==> src/sv/nle_pkg.sv <==
// Shared types and constants for the normalized landmark error unit.
package nle_pkg;

  // Fixed field widths
  localparam int FIELD_W   = 16;
  localparam int OUT_W     = 32;
  localparam int SUM_W     = 24;
  localparam int FRAC_BITS = 16;
  localparam int DIV_STEPS = SUM_W + FRAC_BITS;
  localparam int STEP_W    = $clog2(DIV_STEPS);

  localparam logic [SUM_W-1:0] SUM_MAX = {SUM_W{1'b1}};

  // Result status codes
  typedef enum logic [1:0] {
    STAT_OK       = 2'd0,
    STAT_ZERO_EYE = 2'd1,
    STAT_FEW      = 2'd2,
    STAT_SAT      = 2'd3
  } status_t;

  // Controller to datapath commands
  typedef struct packed {
    logic load;         // latch an input transaction
    logic capture_eye;  // hold target as first eye
    logic sel_eye;      // operands: first eye vs target (else target vs prediction)
    logic sq_first;     // square y difference, clear root unit
    logic sq_second;    // add square of x difference
    logic root_step;    // one digit of the square root
    logic commit_eye;   // root becomes eye distance
    logic commit_sum;   // root added to distance sum, count advances
    logic div_init;     // load dividend, clear remainder
    logic div_step;     // one quotient bit
    logic emit;         // load output register, clear sample
  } cmd_t;

  // Datapath to controller status
  typedef struct packed {
    logic count_zero;
    logic count_one;
    logic count_lt_max;
    logic last;
    logic div_needed;
    logic out_free;
  } stat_t;

endpackage

==> src/sv/nle_ctrl.sv <==
// Controller state machine sequencing squares, square roots and the final division.
module nle_ctrl #(
  parameter int ROOT_STEPS = 17
) (
  input  logic           clk,
  input  logic           rst,
  input  logic           s_tvalid,
  output logic           s_tready,
  input  nle_pkg::stat_t stat,
  output nle_pkg::cmd_t  cmd
);
  import nle_pkg::*;

  typedef enum logic [2:0] {
    IDLE, CHECK, SQ_Y, SQ_X, ROOT, COMMIT, FINISH, DIVIDE
  } state_t;

  // FINISH waits for the divider (when used) and then the output slot
  state_t            state;
  logic [STEP_W-1:0] step_cnt;
  logic              eye_phase;
  logic              div_done;

  // State register and sequencing
  always_ff @(posedge clk) begin
    if (rst) begin
      state     <= IDLE;
      step_cnt  <= '0;
      eye_phase <= 1'b0;
      div_done  <= 1'b0;
    end else begin
      case (state)
        IDLE: begin
          if (s_tvalid) state <= CHECK;
        end
        CHECK: begin
          if (stat.count_lt_max) begin
            eye_phase <= stat.count_one;
            state     <= SQ_Y;
          end else if (stat.last) begin
            div_done <= 1'b0;
            state    <= FINISH;
          end else begin
            state <= IDLE;
          end
        end
        SQ_Y: state <= SQ_X;
        SQ_X: begin
          step_cnt <= '0;
          state    <= ROOT;
        end
        ROOT: begin
          if (step_cnt == STEP_W'(ROOT_STEPS - 1)) state <= COMMIT;
          else step_cnt <= step_cnt + 1'b1;
        end
        COMMIT: begin
          if (eye_phase) begin
            eye_phase <= 1'b0;
            state     <= SQ_Y;
          end else if (stat.last) begin
            div_done <= 1'b0;
            state    <= FINISH;
          end else begin
            state <= IDLE;
          end
        end
        FINISH: begin
          if (stat.div_needed && !div_done) begin
            step_cnt <= '0;
            state    <= DIVIDE;
          end else if (stat.out_free) begin
            state <= IDLE;
          end
        end
        DIVIDE: begin
          if (step_cnt == STEP_W'(DIV_STEPS - 1)) begin
            div_done <= 1'b1;
            state    <= FINISH;
          end else begin
            step_cnt <= step_cnt + 1'b1;
          end
        end
        default: state <= IDLE;
      endcase
    end
  end

  assign s_tready = (state == IDLE);

  // Command decode
  always_comb begin
    cmd             = '0;
    cmd.load        = (state == IDLE) && s_tvalid;
    cmd.capture_eye = (state == CHECK) && stat.count_lt_max && stat.count_zero;
    cmd.sel_eye     = eye_phase;
    cmd.sq_first    = (state == SQ_Y);
    cmd.sq_second   = (state == SQ_X);
    cmd.root_step   = (state == ROOT);
    cmd.commit_eye  = (state == COMMIT) && eye_phase;
    cmd.commit_sum  = (state == COMMIT) && !eye_phase;
    cmd.div_init    = (state == FINISH) && stat.div_needed && !div_done;
    cmd.div_step    = (state == DIVIDE);
    cmd.emit        = (state == FINISH) && !(stat.div_needed && !div_done) && stat.out_free;
  end

endmodule

==> src/sv/nle_datapath.sv <==
// Datapath: landmark registers, squarer, digit-serial square root, divider, result register.
module nle_datapath #(
  parameter int MAX_LANDMARKS = 64,
  parameter int COORD_BITS    = 16
) (
  input  logic                         clk,
  input  logic                         rst,
  input  logic [4*nle_pkg::FIELD_W-1:0] s_tdata,
  input  logic                         s_tlast,
  output logic                         m_tvalid,
  input  logic                         m_tready,
  output logic [nle_pkg::OUT_W-1:0]    m_tdata,
  output logic [1:0]                   m_tuser,
  input  nle_pkg::cmd_t                cmd,
  output nle_pkg::stat_t               stat
);
  import nle_pkg::*;

  localparam int CW        = COORD_BITS;
  localparam int D_W       = CW + 1;
  localparam int ACC_W     = 2 * D_W;
  localparam int REM_W     = D_W + 2;
  localparam int CNT_W     = $clog2(MAX_LANDMARKS + 1);
  localparam int SUM_EXT_W = ((D_W > SUM_W) ? D_W : SUM_W) + 1;

  // Coordinates from the input fields
  logic signed [CW-1:0] in_ty, in_tx, in_py, in_px;

  if (CW <= FIELD_W) begin : g_narrow
    assign in_ty = s_tdata[0*FIELD_W +: CW];
    assign in_tx = s_tdata[1*FIELD_W +: CW];
    assign in_py = s_tdata[2*FIELD_W +: CW];
    assign in_px = s_tdata[3*FIELD_W +: CW];
  end else begin : g_wide
    assign in_ty = {{(CW-FIELD_W){1'b0}}, s_tdata[0*FIELD_W +: FIELD_W]};
    assign in_tx = {{(CW-FIELD_W){1'b0}}, s_tdata[1*FIELD_W +: FIELD_W]};
    assign in_py = {{(CW-FIELD_W){1'b0}}, s_tdata[2*FIELD_W +: FIELD_W]};
    assign in_px = {{(CW-FIELD_W){1'b0}}, s_tdata[3*FIELD_W +: FIELD_W]};
  end

  logic signed [CW-1:0] ty, tx, py, px;
  logic                 last;
  logic signed [CW-1:0] eye_y, eye_x;
  logic [D_W-1:0]       eye_distance;
  logic [SUM_W-1:0]     distance_sum;
  logic [CNT_W-1:0]     landmark_count;

  logic [ACC_W-1:0]     acc;
  logic [REM_W-1:0]     root_rem;
  logic [D_W-1:0]       root;

  logic [D_W-1:0]       div_rem;
  logic [DIV_STEPS-1:0] div_q;

  logic                 out_valid;
  logic [OUT_W-1:0]     out_value;
  status_t              out_status;

  // Operand select and square of one difference
  logic signed [CW-1:0] op_a, op_b;
  logic signed [D_W-1:0] diff;
  logic [D_W-1:0]       mag;
  logic [ACC_W-1:0]     square;

  always_comb begin
    if (cmd.sel_eye) begin
      op_a = cmd.sq_first ? eye_y : eye_x;
      op_b = cmd.sq_first ? ty : tx;
    end else begin
      op_a = cmd.sq_first ? ty : tx;
      op_b = cmd.sq_first ? py : px;
    end
    diff   = D_W'(op_a) - D_W'(op_b);
    mag    = diff[D_W-1] ? D_W'(-diff) : D_W'(diff);
    square = ACC_W'(mag) * ACC_W'(mag);
  end

  // Square root digit: two radicand bits in, one root bit out
  logic [REM_W+1:0] rem_sh, trial, rem_diff;
  always_comb begin
    rem_sh   = {root_rem, acc[ACC_W-1 -: 2]};
    trial    = {2'b00, root, 2'b01};
    rem_diff = rem_sh - trial;
  end

  // Division step: one quotient bit
  logic [D_W:0] drem_sh, drem_diff;
  always_comb begin
    drem_sh   = {div_rem, div_q[DIV_STEPS-1]};
    drem_diff = drem_sh - {1'b0, eye_distance};
  end

  // Saturating sum update
  logic [SUM_EXT_W-1:0] sum_ext;
  assign sum_ext = SUM_EXT_W'(distance_sum) + SUM_EXT_W'(root);

  // Input, root and divider registers
  always_ff @(posedge clk) begin
    if (cmd.load) begin
      ty   <= in_ty;
      tx   <= in_tx;
      py   <= in_py;
      px   <= in_px;
      last <= s_tlast;
    end
    if (cmd.sq_first) begin
      acc      <= square;
      root_rem <= '0;
      root     <= '0;
    end else if (cmd.sq_second) begin
      acc <= acc + square;
    end else if (cmd.root_step) begin
      acc <= {acc[ACC_W-3:0], 2'b00};
      if (rem_sh >= trial) begin
        root_rem <= rem_diff[REM_W-1:0];
        root     <= {root[D_W-2:0], 1'b1};
      end else begin
        root_rem <= rem_sh[REM_W-1:0];
        root     <= {root[D_W-2:0], 1'b0};
      end
    end
    if (cmd.div_init) begin
      div_rem <= '0;
      div_q   <= {distance_sum, {FRAC_BITS{1'b0}}};
    end else if (cmd.div_step) begin
      if (drem_sh >= {1'b0, eye_distance}) begin
        div_rem <= drem_diff[D_W-1:0];
        div_q   <= {div_q[DIV_STEPS-2:0], 1'b1};
      end else begin
        div_rem <= drem_sh[D_W-1:0];
        div_q   <= {div_q[DIV_STEPS-2:0], 1'b0};
      end
    end
  end

  // Sample state
  always_ff @(posedge clk) begin
    if (rst || cmd.emit) begin
      eye_y          <= '0;
      eye_x          <= '0;
      eye_distance   <= '0;
      distance_sum   <= '0;
      landmark_count <= '0;
    end else begin
      if (cmd.capture_eye) begin
        eye_y <= ty;
        eye_x <= tx;
      end
      if (cmd.commit_eye) eye_distance <= root;
      if (cmd.commit_sum) begin
        distance_sum   <= (sum_ext > SUM_EXT_W'(SUM_MAX)) ? SUM_MAX : sum_ext[SUM_W-1:0];
        landmark_count <= landmark_count + 1'b1;
      end
    end
  end

  // Result selection
  logic [OUT_W-1:0] res_value;
  status_t          res_status;
  always_comb begin
    res_value  = '0;
    res_status = STAT_OK;
    if (landmark_count < CNT_W'(2)) begin
      res_status = STAT_FEW;
    end else if (eye_distance == '0) begin
      res_status = STAT_ZERO_EYE;
    end else if (|div_q[DIV_STEPS-1:OUT_W]) begin
      res_value  = '1;
      res_status = STAT_SAT;
    end else begin
      res_value = div_q[OUT_W-1:0];
    end
  end

  // Output register
  always_ff @(posedge clk) begin
    if (rst) begin
      out_valid <= 1'b0;
    end else if (cmd.emit) begin
      out_valid <= 1'b1;
    end else if (m_tready) begin
      out_valid <= 1'b0;
    end
  end

  always_ff @(posedge clk) begin
    if (cmd.emit) begin
      out_value  <= res_value;
      out_status <= res_status;
    end
  end

  assign m_tvalid = out_valid;
  assign m_tdata  = out_value;
  assign m_tuser  = out_status;

  // Status to controller
  always_comb begin
    stat.count_zero   = (landmark_count == '0);
    stat.count_one    = (landmark_count == CNT_W'(1));
    stat.count_lt_max = (landmark_count < CNT_W'(MAX_LANDMARKS));
    stat.last         = last;
    stat.div_needed   = (landmark_count >= CNT_W'(2)) && (eye_distance != '0);
    stat.out_free     = !out_valid || m_tready;
  end

endmodule

==> src/sv/normalized_landmark_error_unit.sv <==
// Normalized landmark error unit: one landmark per input transaction (target and
// predicted y/x, signed Q11.4, tlast marks the last landmark of a sample). The first
// target is held as one eye; the second target sets the inter-eye distance. Each
// landmark's target-to-prediction distance comes from a digit-serial square root that
// yields one root bit per cycle, and the second landmark runs it once more for the eye
// distance. A landmark past MAX_LANDMARKS is dropped. The last landmark runs the
// bit-serial 40-step divider when a division is needed, then waits while an earlier
// result still sits in the output register; after that one result transaction carries
// the sum over the eye distance as unsigned Q16.16 (saturating) with a status code. The
// result sits in an output register, so a new landmark is taken while it waits.
module normalized_landmark_error_unit #(
  parameter int MAX_LANDMARKS = 64,
  parameter int COORD_BITS    = 16
) (
  input  logic        clk,
  input  logic        rst,
  input  logic        s_tvalid,
  output logic        s_tready,
  // target_y, target_x, predicted_y, predicted_x (16 bits each)
  input  logic [63:0] s_tdata,
  input  logic        s_tlast,
  output logic        m_tvalid,
  input  logic        m_tready,
  // error_value (32 bits)
  output logic [31:0] m_tdata,
  // status (2 bits)
  output logic [1:0]  m_tuser
);
  import nle_pkg::*;

  cmd_t  cmd;
  stat_t stat;

  nle_ctrl #(
    .ROOT_STEPS(COORD_BITS + 1)
  ) u_ctrl (
    .clk      (clk),
    .rst      (rst),
    .s_tvalid (s_tvalid),
    .s_tready (s_tready),
    .stat     (stat),
    .cmd      (cmd)
  );

  nle_datapath #(
    .MAX_LANDMARKS(MAX_LANDMARKS),
    .COORD_BITS   (COORD_BITS)
  ) u_datapath (
    .clk      (clk),
    .rst      (rst),
    .s_tdata  (s_tdata),
    .s_tlast  (s_tlast),
    .m_tvalid (m_tvalid),
    .m_tready (m_tready),
    .m_tdata  (m_tdata),
    .m_tuser  (m_tuser),
    .cmd      (cmd),
    .stat     (stat)
  );

`ifndef SYNTH
  // One landmark at a time: ready drops right after an input transaction
  a_one_item: assert property (@(posedge clk) disable iff (rst)
    (s_tvalid && s_tready) |=> !s_tready)
    else $error("input accepted while a landmark is in work");

  // A result is never written over one that is still waiting
  a_no_overwrite: assert property (@(posedge clk) disable iff (rst)
    cmd.emit |-> (!m_tvalid || m_tready))
    else $error("result register overwritten");

  // Saturated results carry all ones
  a_sat_value: assert property (@(posedge clk) disable iff (rst)
    (m_tvalid && (m_tuser == STAT_SAT)) |-> (m_tdata == '1))
    else $error("saturated status without full-scale value");

  // Error statuses carry zero
  a_err_value: assert property (@(posedge clk) disable iff (rst)
    (m_tvalid && ((m_tuser == STAT_FEW) || (m_tuser == STAT_ZERO_EYE))) |-> (m_tdata == '0))
    else $error("error status with nonzero value");
`endif

endmodule
==> config.mk <==
export PLATFORM = sky130hd
export DESIGN_NAME = normalized_landmark_error_unit
export DESIGN_NICKNAME = d
export VERILOG_FILES = /design/src/sv/nle_pkg.sv /design/src/sv/nle_ctrl.sv /design/src/sv/nle_datapath.sv /design/src/sv/normalized_landmark_error_unit.sv
export SDC_FILE = /design/constraint.sdc
export NUM_CORES = 1
export LEC_CHECK = 0
export BUFFER_PORTS_ARGS = -buffer_cell sky130_fd_sc_hd__buf_2
export CAP_MARGIN = 20
export CORE_MARGIN = 1.5
export CORE_UTILIZATION = 50
export CTS_CLUSTER_SIZE = 10
export DETAILED_ROUTE_END_ITERATION = 10
export GPL_ROUTABILITY_DRIVEN = 0
export PLACE_DENSITY = 0.71
export SYNTH_ARGS = -nofsm -noshare
export SYNTH_HDL_FRONTEND = slang
export SYNTH_SLANG_ARGS = --single-unit
==> constraint.sdc <==
create_clock -name clk -period 16.4 [get_ports clk]
set_input_delay 3.28 -clock clk [delete_from_list [all_inputs] [get_ports clk]]
set_output_delay 3.28 -clock clk [all_outputs]
set_load 0.01 [all_outputs]
==> run metrics, run 1 <==
post_cts resized=0; clk_skew=26.3 ps; register area share after synthesis=0.304; initial antenna violation count=2; reg2reg start=u_ctrl.state[1]; initial drt markers=1292; PortBufs=104; share of cells above drive strength 1=0.0851; final worst slack=2310 ps; CTS root buffer=clkbuf_16; crit path time final=14090 ps; CP startpoint kind=register; detailed-route via count=20613; worst-margin pin slew=1100 ps; Post-synth EDFFs=157; Final period util=0.859; FILL cells=4557; Cell variety after synth=89; hold_buf cts=0; P&R area growth vs syn=9.45%; CP most frequent cell=fa_1; Die ar.=53700 um^2; Syn Area/Cell=9.22 um^2; status=complete, no violations; MaxCap Viol Count=0; crit end category=register; Setup crit end=u_datapath.acc[33]; commonest non-fill, non-tap cells in the layout=inv_1 (370), nand2_1 (346), ha_1 (213); hold path start=u_datapath.eye_x[3]; vias per cell=5.69; CP startpoint=u_ctrl.state[1]; crit-path max FO=15; DRC Markers=0; Reg2Reg Depth=43; Seq cells post-synth=318; final setup violation count=0; Global Route Usage Sum=0.228; Slew headroom=0.263; yosys warns=0; CTS sink count=318; Die W=232 um; fmax=0.0710 GHz; Setup Buffers After CTS=0; clock-pin slew on the worst setup and hold paths=60 ps; WL final=61100 um; Core Box Area=51500 um^2; H-tree depth=2; Inserted Clock Buffers=39; Mapped Cells=2835; Mapped Area=26100 um^2; total gr overflow=0; Pins Over Slew Limit=0; Final Hold Vio Count=0; drt wl/cell=16.9 um; number of global-route vias before repair=20384; Largest stage delay, worst path=750 ps; most used flip-flop cell after synthesis=dfxtp_1; CP max-delay cell=xor2_1; TritonCTS clock tree=yes; Detail Route Antenna Nets=0; required time worst endpoint=16710 ps; area occupied by multi-input gates=16400 um^2; Reg area=7940 um^2; Die Y=232 um; DR pass1 iterations=5; num rows=83; worst min path class=reg2reg; # nets final=3387; IO Pins=105; CP Data Arrival Time=14400 ps; pre-CTS WS=2350 ps; commonest non-fill, non-tap cell in the layout=inv_1; largest net degree at the start of global routing=68; FFs w/ async S/R, synth=0; Initial Util=0.508; RSZ-0062 raised after global routing=false; Worst R2R Setup Slack=2310 ps; worst r2r dst=u_datapath.acc[33]; clk_lat worst skew=580 ps; Detailed Place HPWL=45800 um; Longest Clk Path Bufs=3; Setup TNS Final=0 ps; Setup Crit Path Kind=reg2reg; first-pass GRT wire length=100000 um
-- layer usage --
layer / part of all wire / track usage / wire length [um]
met1: 0.44 / 0.304 / 27200
met2: 0.48 / 0.383 / 29300
met3: 0.056 / 0.0335 / 3400
met4: 0.021 / 0.0664 / 1310
met5: 0 / 0 / 0
-- worst min path at each step --
| stage | end | slack (ps) | cells after the start |
|---|---|---|---|
| after floorplan | u_datapath.eye_y[0] | 430 | 2 |
| after global placement | u_datapath.eye_x[13] | 440 | 2 |
| after detailed placement | u_datapath.eye_y[8] | 450 | 2 |
| after CTS | u_datapath.eye_y[8] | 450 | 2 |
| after global routing | u_datapath.eye_y[12] | 470 | 2 |
| final | u_datapath.eye_x[3] | 450 | 2 |
-- cell usage after synthesis (all sizes together) (27+ instances only) --
| library cell | count | share of area |
|---|---|---|
| inv | 372 | 0.053 |
| nand2 | 346 | 0.050 |
| ha | 213 | 0.10 |
| a21oi | 211 | 0.041 |
| nor2 | 200 | 0.029 |
| fa | 195 | 0.15 |
| dfxtp | 161 | 0.12 |
| edfxtp | 157 | 0.18 |
| o21ai | 153 | 0.029 |
| clkbuf | 95 | 0.014 |
| xnor2 | 77 | 0.026 |
| a21o | 60 | 0.017 |
| xor2 | 49 | 0.016 |
| o21a | 47 | 0.013 |
| mux2i | 46 | 0.018 |
| nor3 | 39 | 0.0075 |
| mux4 | 32 | 0.028 |
| a31oi | 27 | 0.0065 |
-- registers in the layout (all words and copies together), names as in the netlist, 2 cells and up --
| register | count |
|---|---|
| u_ctrl.state | 3 |
| u_datapath.eye_x | 16 |
| u_datapath.py | 16 |
| u_datapath.m_tuser | 2 |
| u_datapath.ty | 16 |
| u_datapath.px | 16 |
| u_datapath.eye_distance | 17 |
| u_datapath.root | 17 |
| u_ctrl.step_cnt | 6 |
| u_datapath.acc | 34 |
| u_datapath.tx | 16 |
| u_datapath.eye_y | 16 |
| u_datapath.root_rem | 19 |
| u_datapath.div_rem | 17 |
| u_datapath.landmark_count | 7 |
| u_datapath.distance_sum | 24 |
| u_datapath.m_tdata | 32 |
| u_datapath.div_q | 40 |
-- layout make-up --
cell class	instances	area share
multi-input combinational	2041	0.574
timing repair buffer	135	0.0282
clock inverter	7	0.00328
clock buffer	63	0.0376
sequential	318	0.277
antenna	2	0.000175
inverter	375	0.0492
tap	680	0.0297
-- worst max-delay path: cells and delay by family (launching register included) --
kind                     cells  cell delay, ps
AO/OA/AOI/OAI               12            3430
XOR/XNOR                     4            1240
flip-flops                   1             610
buffers and inverters        6             580
adder cells (fa/ha/maj)     10            4410
multiplexers                 1             580
AND/OR/NAND/NOR             10            2980
-- stage by stage --
| stage | instances | cell area, um^2 | util | hold slack [ps] |
|---|---|---|---|---|
| after floorplan | 2845 | 26200 | - | 433 |
| final | 3621 | 28600 | 0.556 | 454 |
| after detailed placement | 3545 | 27400 | 0.531 | 446 |
| after global placement | 3544 | 27400 | 0.531 | 438 |
| after CTS | 3615 | 28500 | 0.554 | 453 |
| after global routing | 3621 | 28600 | 0.556 | 471 |
-- logic make-up after synthesis --
group | Yosys count | share of synthesized area
other | 2 | 0.000287
XOR/XNOR | 126 | 0.0425
buffers and inverters | 486 | 0.0707
flip-flops | 318 | 0.304
multiplexers | 80 | 0.0460
adder cells (fa/ha/maj) | 408 | 0.251
AO/OA/AOI/OAI | 654 | 0.156
AND/OR/NAND/NOR | 761 | 0.130
Power of run 1 is not shown: default switching activity piles up to over one toggle a cycle in this logic, so the estimate is an artifact.
==> run 2: changes to the inputs <==
CORE_UTILIZATION = 25   (was 50)
PLACE_DENSITY = 0.43   (was 0.71)
==> run 2 against run 1 <==
Against the previous run: cell count is 20% higher; first-iteration DRC count is 26% lower; final area is 3.7% higher; sequential cell count stayed put; count of clock-buffer cells in the layout is 3 higher; critical endpoint is now u_datapath.acc[29]; worst hold slack worse by 4.9 ps; register-to-register slack better by 230 ps; core utilization is 27 points lower; die area is 98% higher; global-route usage is 9.3 points lower; non-clock buffer count is 6 higher; clock skew is 3.3 ps higher.
==> run metrics, run 2 (synthesis results as in run 1) <==
CP startpoint kind=register (unchanged); Bufs and invs on worst path=9 (was 6); Final period util=0.845 (was 0.859); detailed-route via count=19787 (was 20613); Setup Buffers After CTS=0 (unchanged); Setup Crit Path Kind=reg2reg (unchanged); worst min path class=reg2reg (unchanged); DR pass1 iterations=5 (unchanged); CP startpoint=u_ctrl.state[2] (was u_ctrl.state[1]); IO Pins=105 (unchanged); required time worst endpoint=16690 ps (was 16710 ps); initial antenna violation count=0 (was 2); hold_buf cts=0 (unchanged); Final Hold Vio Count=0 (unchanged); CTS sink count=318 (unchanged); number of global-route vias before repair=20124 (was 20384); vias per cell=4.57 (was 5.69); Largest stage delay, worst path=790 ps (was 750 ps); crit end category=register (unchanged); Initial Util=0.252 (was 0.508); Setup TNS Final=0 ps (unchanged); FILL cells=11130 (was 4557); Top delay family on crit path=adder cells (unchanged); total gr overflow=0 (unchanged); H-tree depth=2 (unchanged); DRC Markers=0 (unchanged); Die W=326 um (was 232 um); worst-margin pin slew=1060 ps (was 1100 ps); commonest non-fill, non-tap cells in the layout=inv_1 (370), nand2_1 (346), ha_1 (213) (unchanged); first-pass GRT wire length=115000 um (was 100000 um); drt wl/cell=16.4 um (was 16.9 um); num rows=118 (was 83); Core Box Area=104000 um^2 (was 51500 um^2); reg2reg start=u_ctrl.state[2] (was u_ctrl.state[1]); Worst R2R Setup Slack=2550 ps (was 2310 ps); PortBufs=104 (unchanged); initial drt markers=950 (was 1292); crit path time final=13850 ps (was 14090 ps); largest reg by FF count=u_datapath.div_q (unchanged); MaxCap Viol Count=0 (unchanged); clk_skew=29.6 ps (was 26.3 ps); status=complete, no violations (unchanged); CTS root buffer=clkbuf_16 (unchanged); WL final=71000 um (was 61100 um); worst r2r dst=u_datapath.acc[29] (was u_datapath.acc[33]); Detailed Place HPWL=52900 um (was 45800 um); Reg2Reg Depth=47 (was 43); post_cts resized=0 (unchanged); CP max-delay cell=a2111oi_0 (was xor2_1); commonest non-fill, non-tap cell in the layout=inv_1 (unchanged); CP Data Arrival Time=14140 ps (was 14400 ps); Detail Route Antenna Nets=0 (unchanged); clock-pin slew on the worst setup and hold paths=60 ps (about the same); clk_lat worst skew=590 ps (was 580 ps); # nets final=3396 (was 3387); cell count along the critical path=47 (was 43); Inserted Clock Buffers=42 (was 39); largest net degree at the start of global routing=68 (unchanged); P&R area growth vs syn=13.5% (was 9.45%); fmax=0.0722 GHz (was 0.0710 GHz); share of cells above drive strength 1=0.0911 (was 0.0851); Diodes inserted=0 (was 2); final setup violation count=0 (unchanged); RSZ-0062 raised after global routing=false (unchanged); crit-path max FO=60 (was 15); Pins Over Slew Limit=0 (unchanged); Longest Clk Path Bufs=3 (unchanged); Global Route Usage Sum=0.134 (was 0.228); Setup crit end=u_datapath.acc[29] (was u_datapath.acc[33]); Die ar.=107000 um^2 (was 53700 um^2); TritonCTS clock tree=yes (unchanged); Die Y=326 um (was 232 um); Slew headroom=0.285 (was 0.263); max reg flops=40 (unchanged)
-- run 2: cell types whose count changed in the layout (fill, tap and decap cells not counted), moves of 2 or more --
cell / previous run / this run
clkbuf_16: 40 / 44
clkbuf_8: 1 / 3
buf_4: 26 / 36
diode_2: 2 / 0
clkinv_2: 3 / 7
clkbuf_1: 23 / 19
-- run 2: final cells by class --
| cell class | count | area [um^2] | share of cell area |
|---|---|---|---|
| clock buffers | 66 | 1210 | 0.0409 |
| repair buffers | 141 | 818 | 0.0276 |
| inverters | 375 | 1410 | 0.0474 |
| well taps | 1380 | 1730 | 0.0582 |
| clock inverters | 12 | 129 | 0.00434 |
| flip-flops and latches | 318 | 7940 | 0.268 |
| multi-input cells | 2041 | 16400 | 0.554 |
-- run 2: worst min path at each step --
stage,from,slack (ps),cells after the start,endpoint
after global routing,u_datapath.eye_y[3],470,2,u_datapath.eye_y[3]
after floorplan,u_datapath.eye_y[0],430,2,u_datapath.eye_y[0]
final,u_datapath.eye_y[6],450,2,u_datapath.eye_y[6]
after CTS,u_datapath.eye_y[12],450,2,u_datapath.eye_y[12]
after global placement,u_datapath.eye_y[6],440,2,u_datapath.eye_y[6]
after detailed placement,u_datapath.eye_y[12],450,2,u_datapath.eye_y[12]
-- run 2: stage by stage --
step           hold WS, ps  worst slack, ps  utilization  std cells  instance area, um^2
3_5_place_dp           446             2690        0.273       4254                28300
5_1_grt                473             1470        0.286       4333                29700
4_1_cts                454             2650        0.286       4332                29600
6_report               449             2550        0.286       4333                29700
2_1_floorplan          433             4320            -       2845                26200
3_3_place_gp           439             2750        0.273       4254                28300
-- run 2: worst register-to-register path: cells and delay by family, from the launching register on --
| family | cells | cell delay [ps] |
|---|---|---|
| muxes | 2 | 540 |
| xor gates and xnor gates | 4 | 1010 |
| and+or+nand+nor | 11 | 2100 |
| AOI/OAI and AO/OA | 11 | 3390 |
| DFF | 1 | 650 |
| buffers and inverters | 9 | 1570 |
| adders and majority gates | 10 | 4330 |
-- run 2: metal layers --
layer / vias to the layer above / GRT usage / wire length (um)
li1: 9858 / - / -
met1: 9625 / 0.190 / 35100
met2: 231 / 0.216 / 32400
met3: 73 / 0.0177 / 2150
met4: 0 / 0.0314 / 1290
met5: - / 0 / 0
Power of run 2 is left out for the same reason.
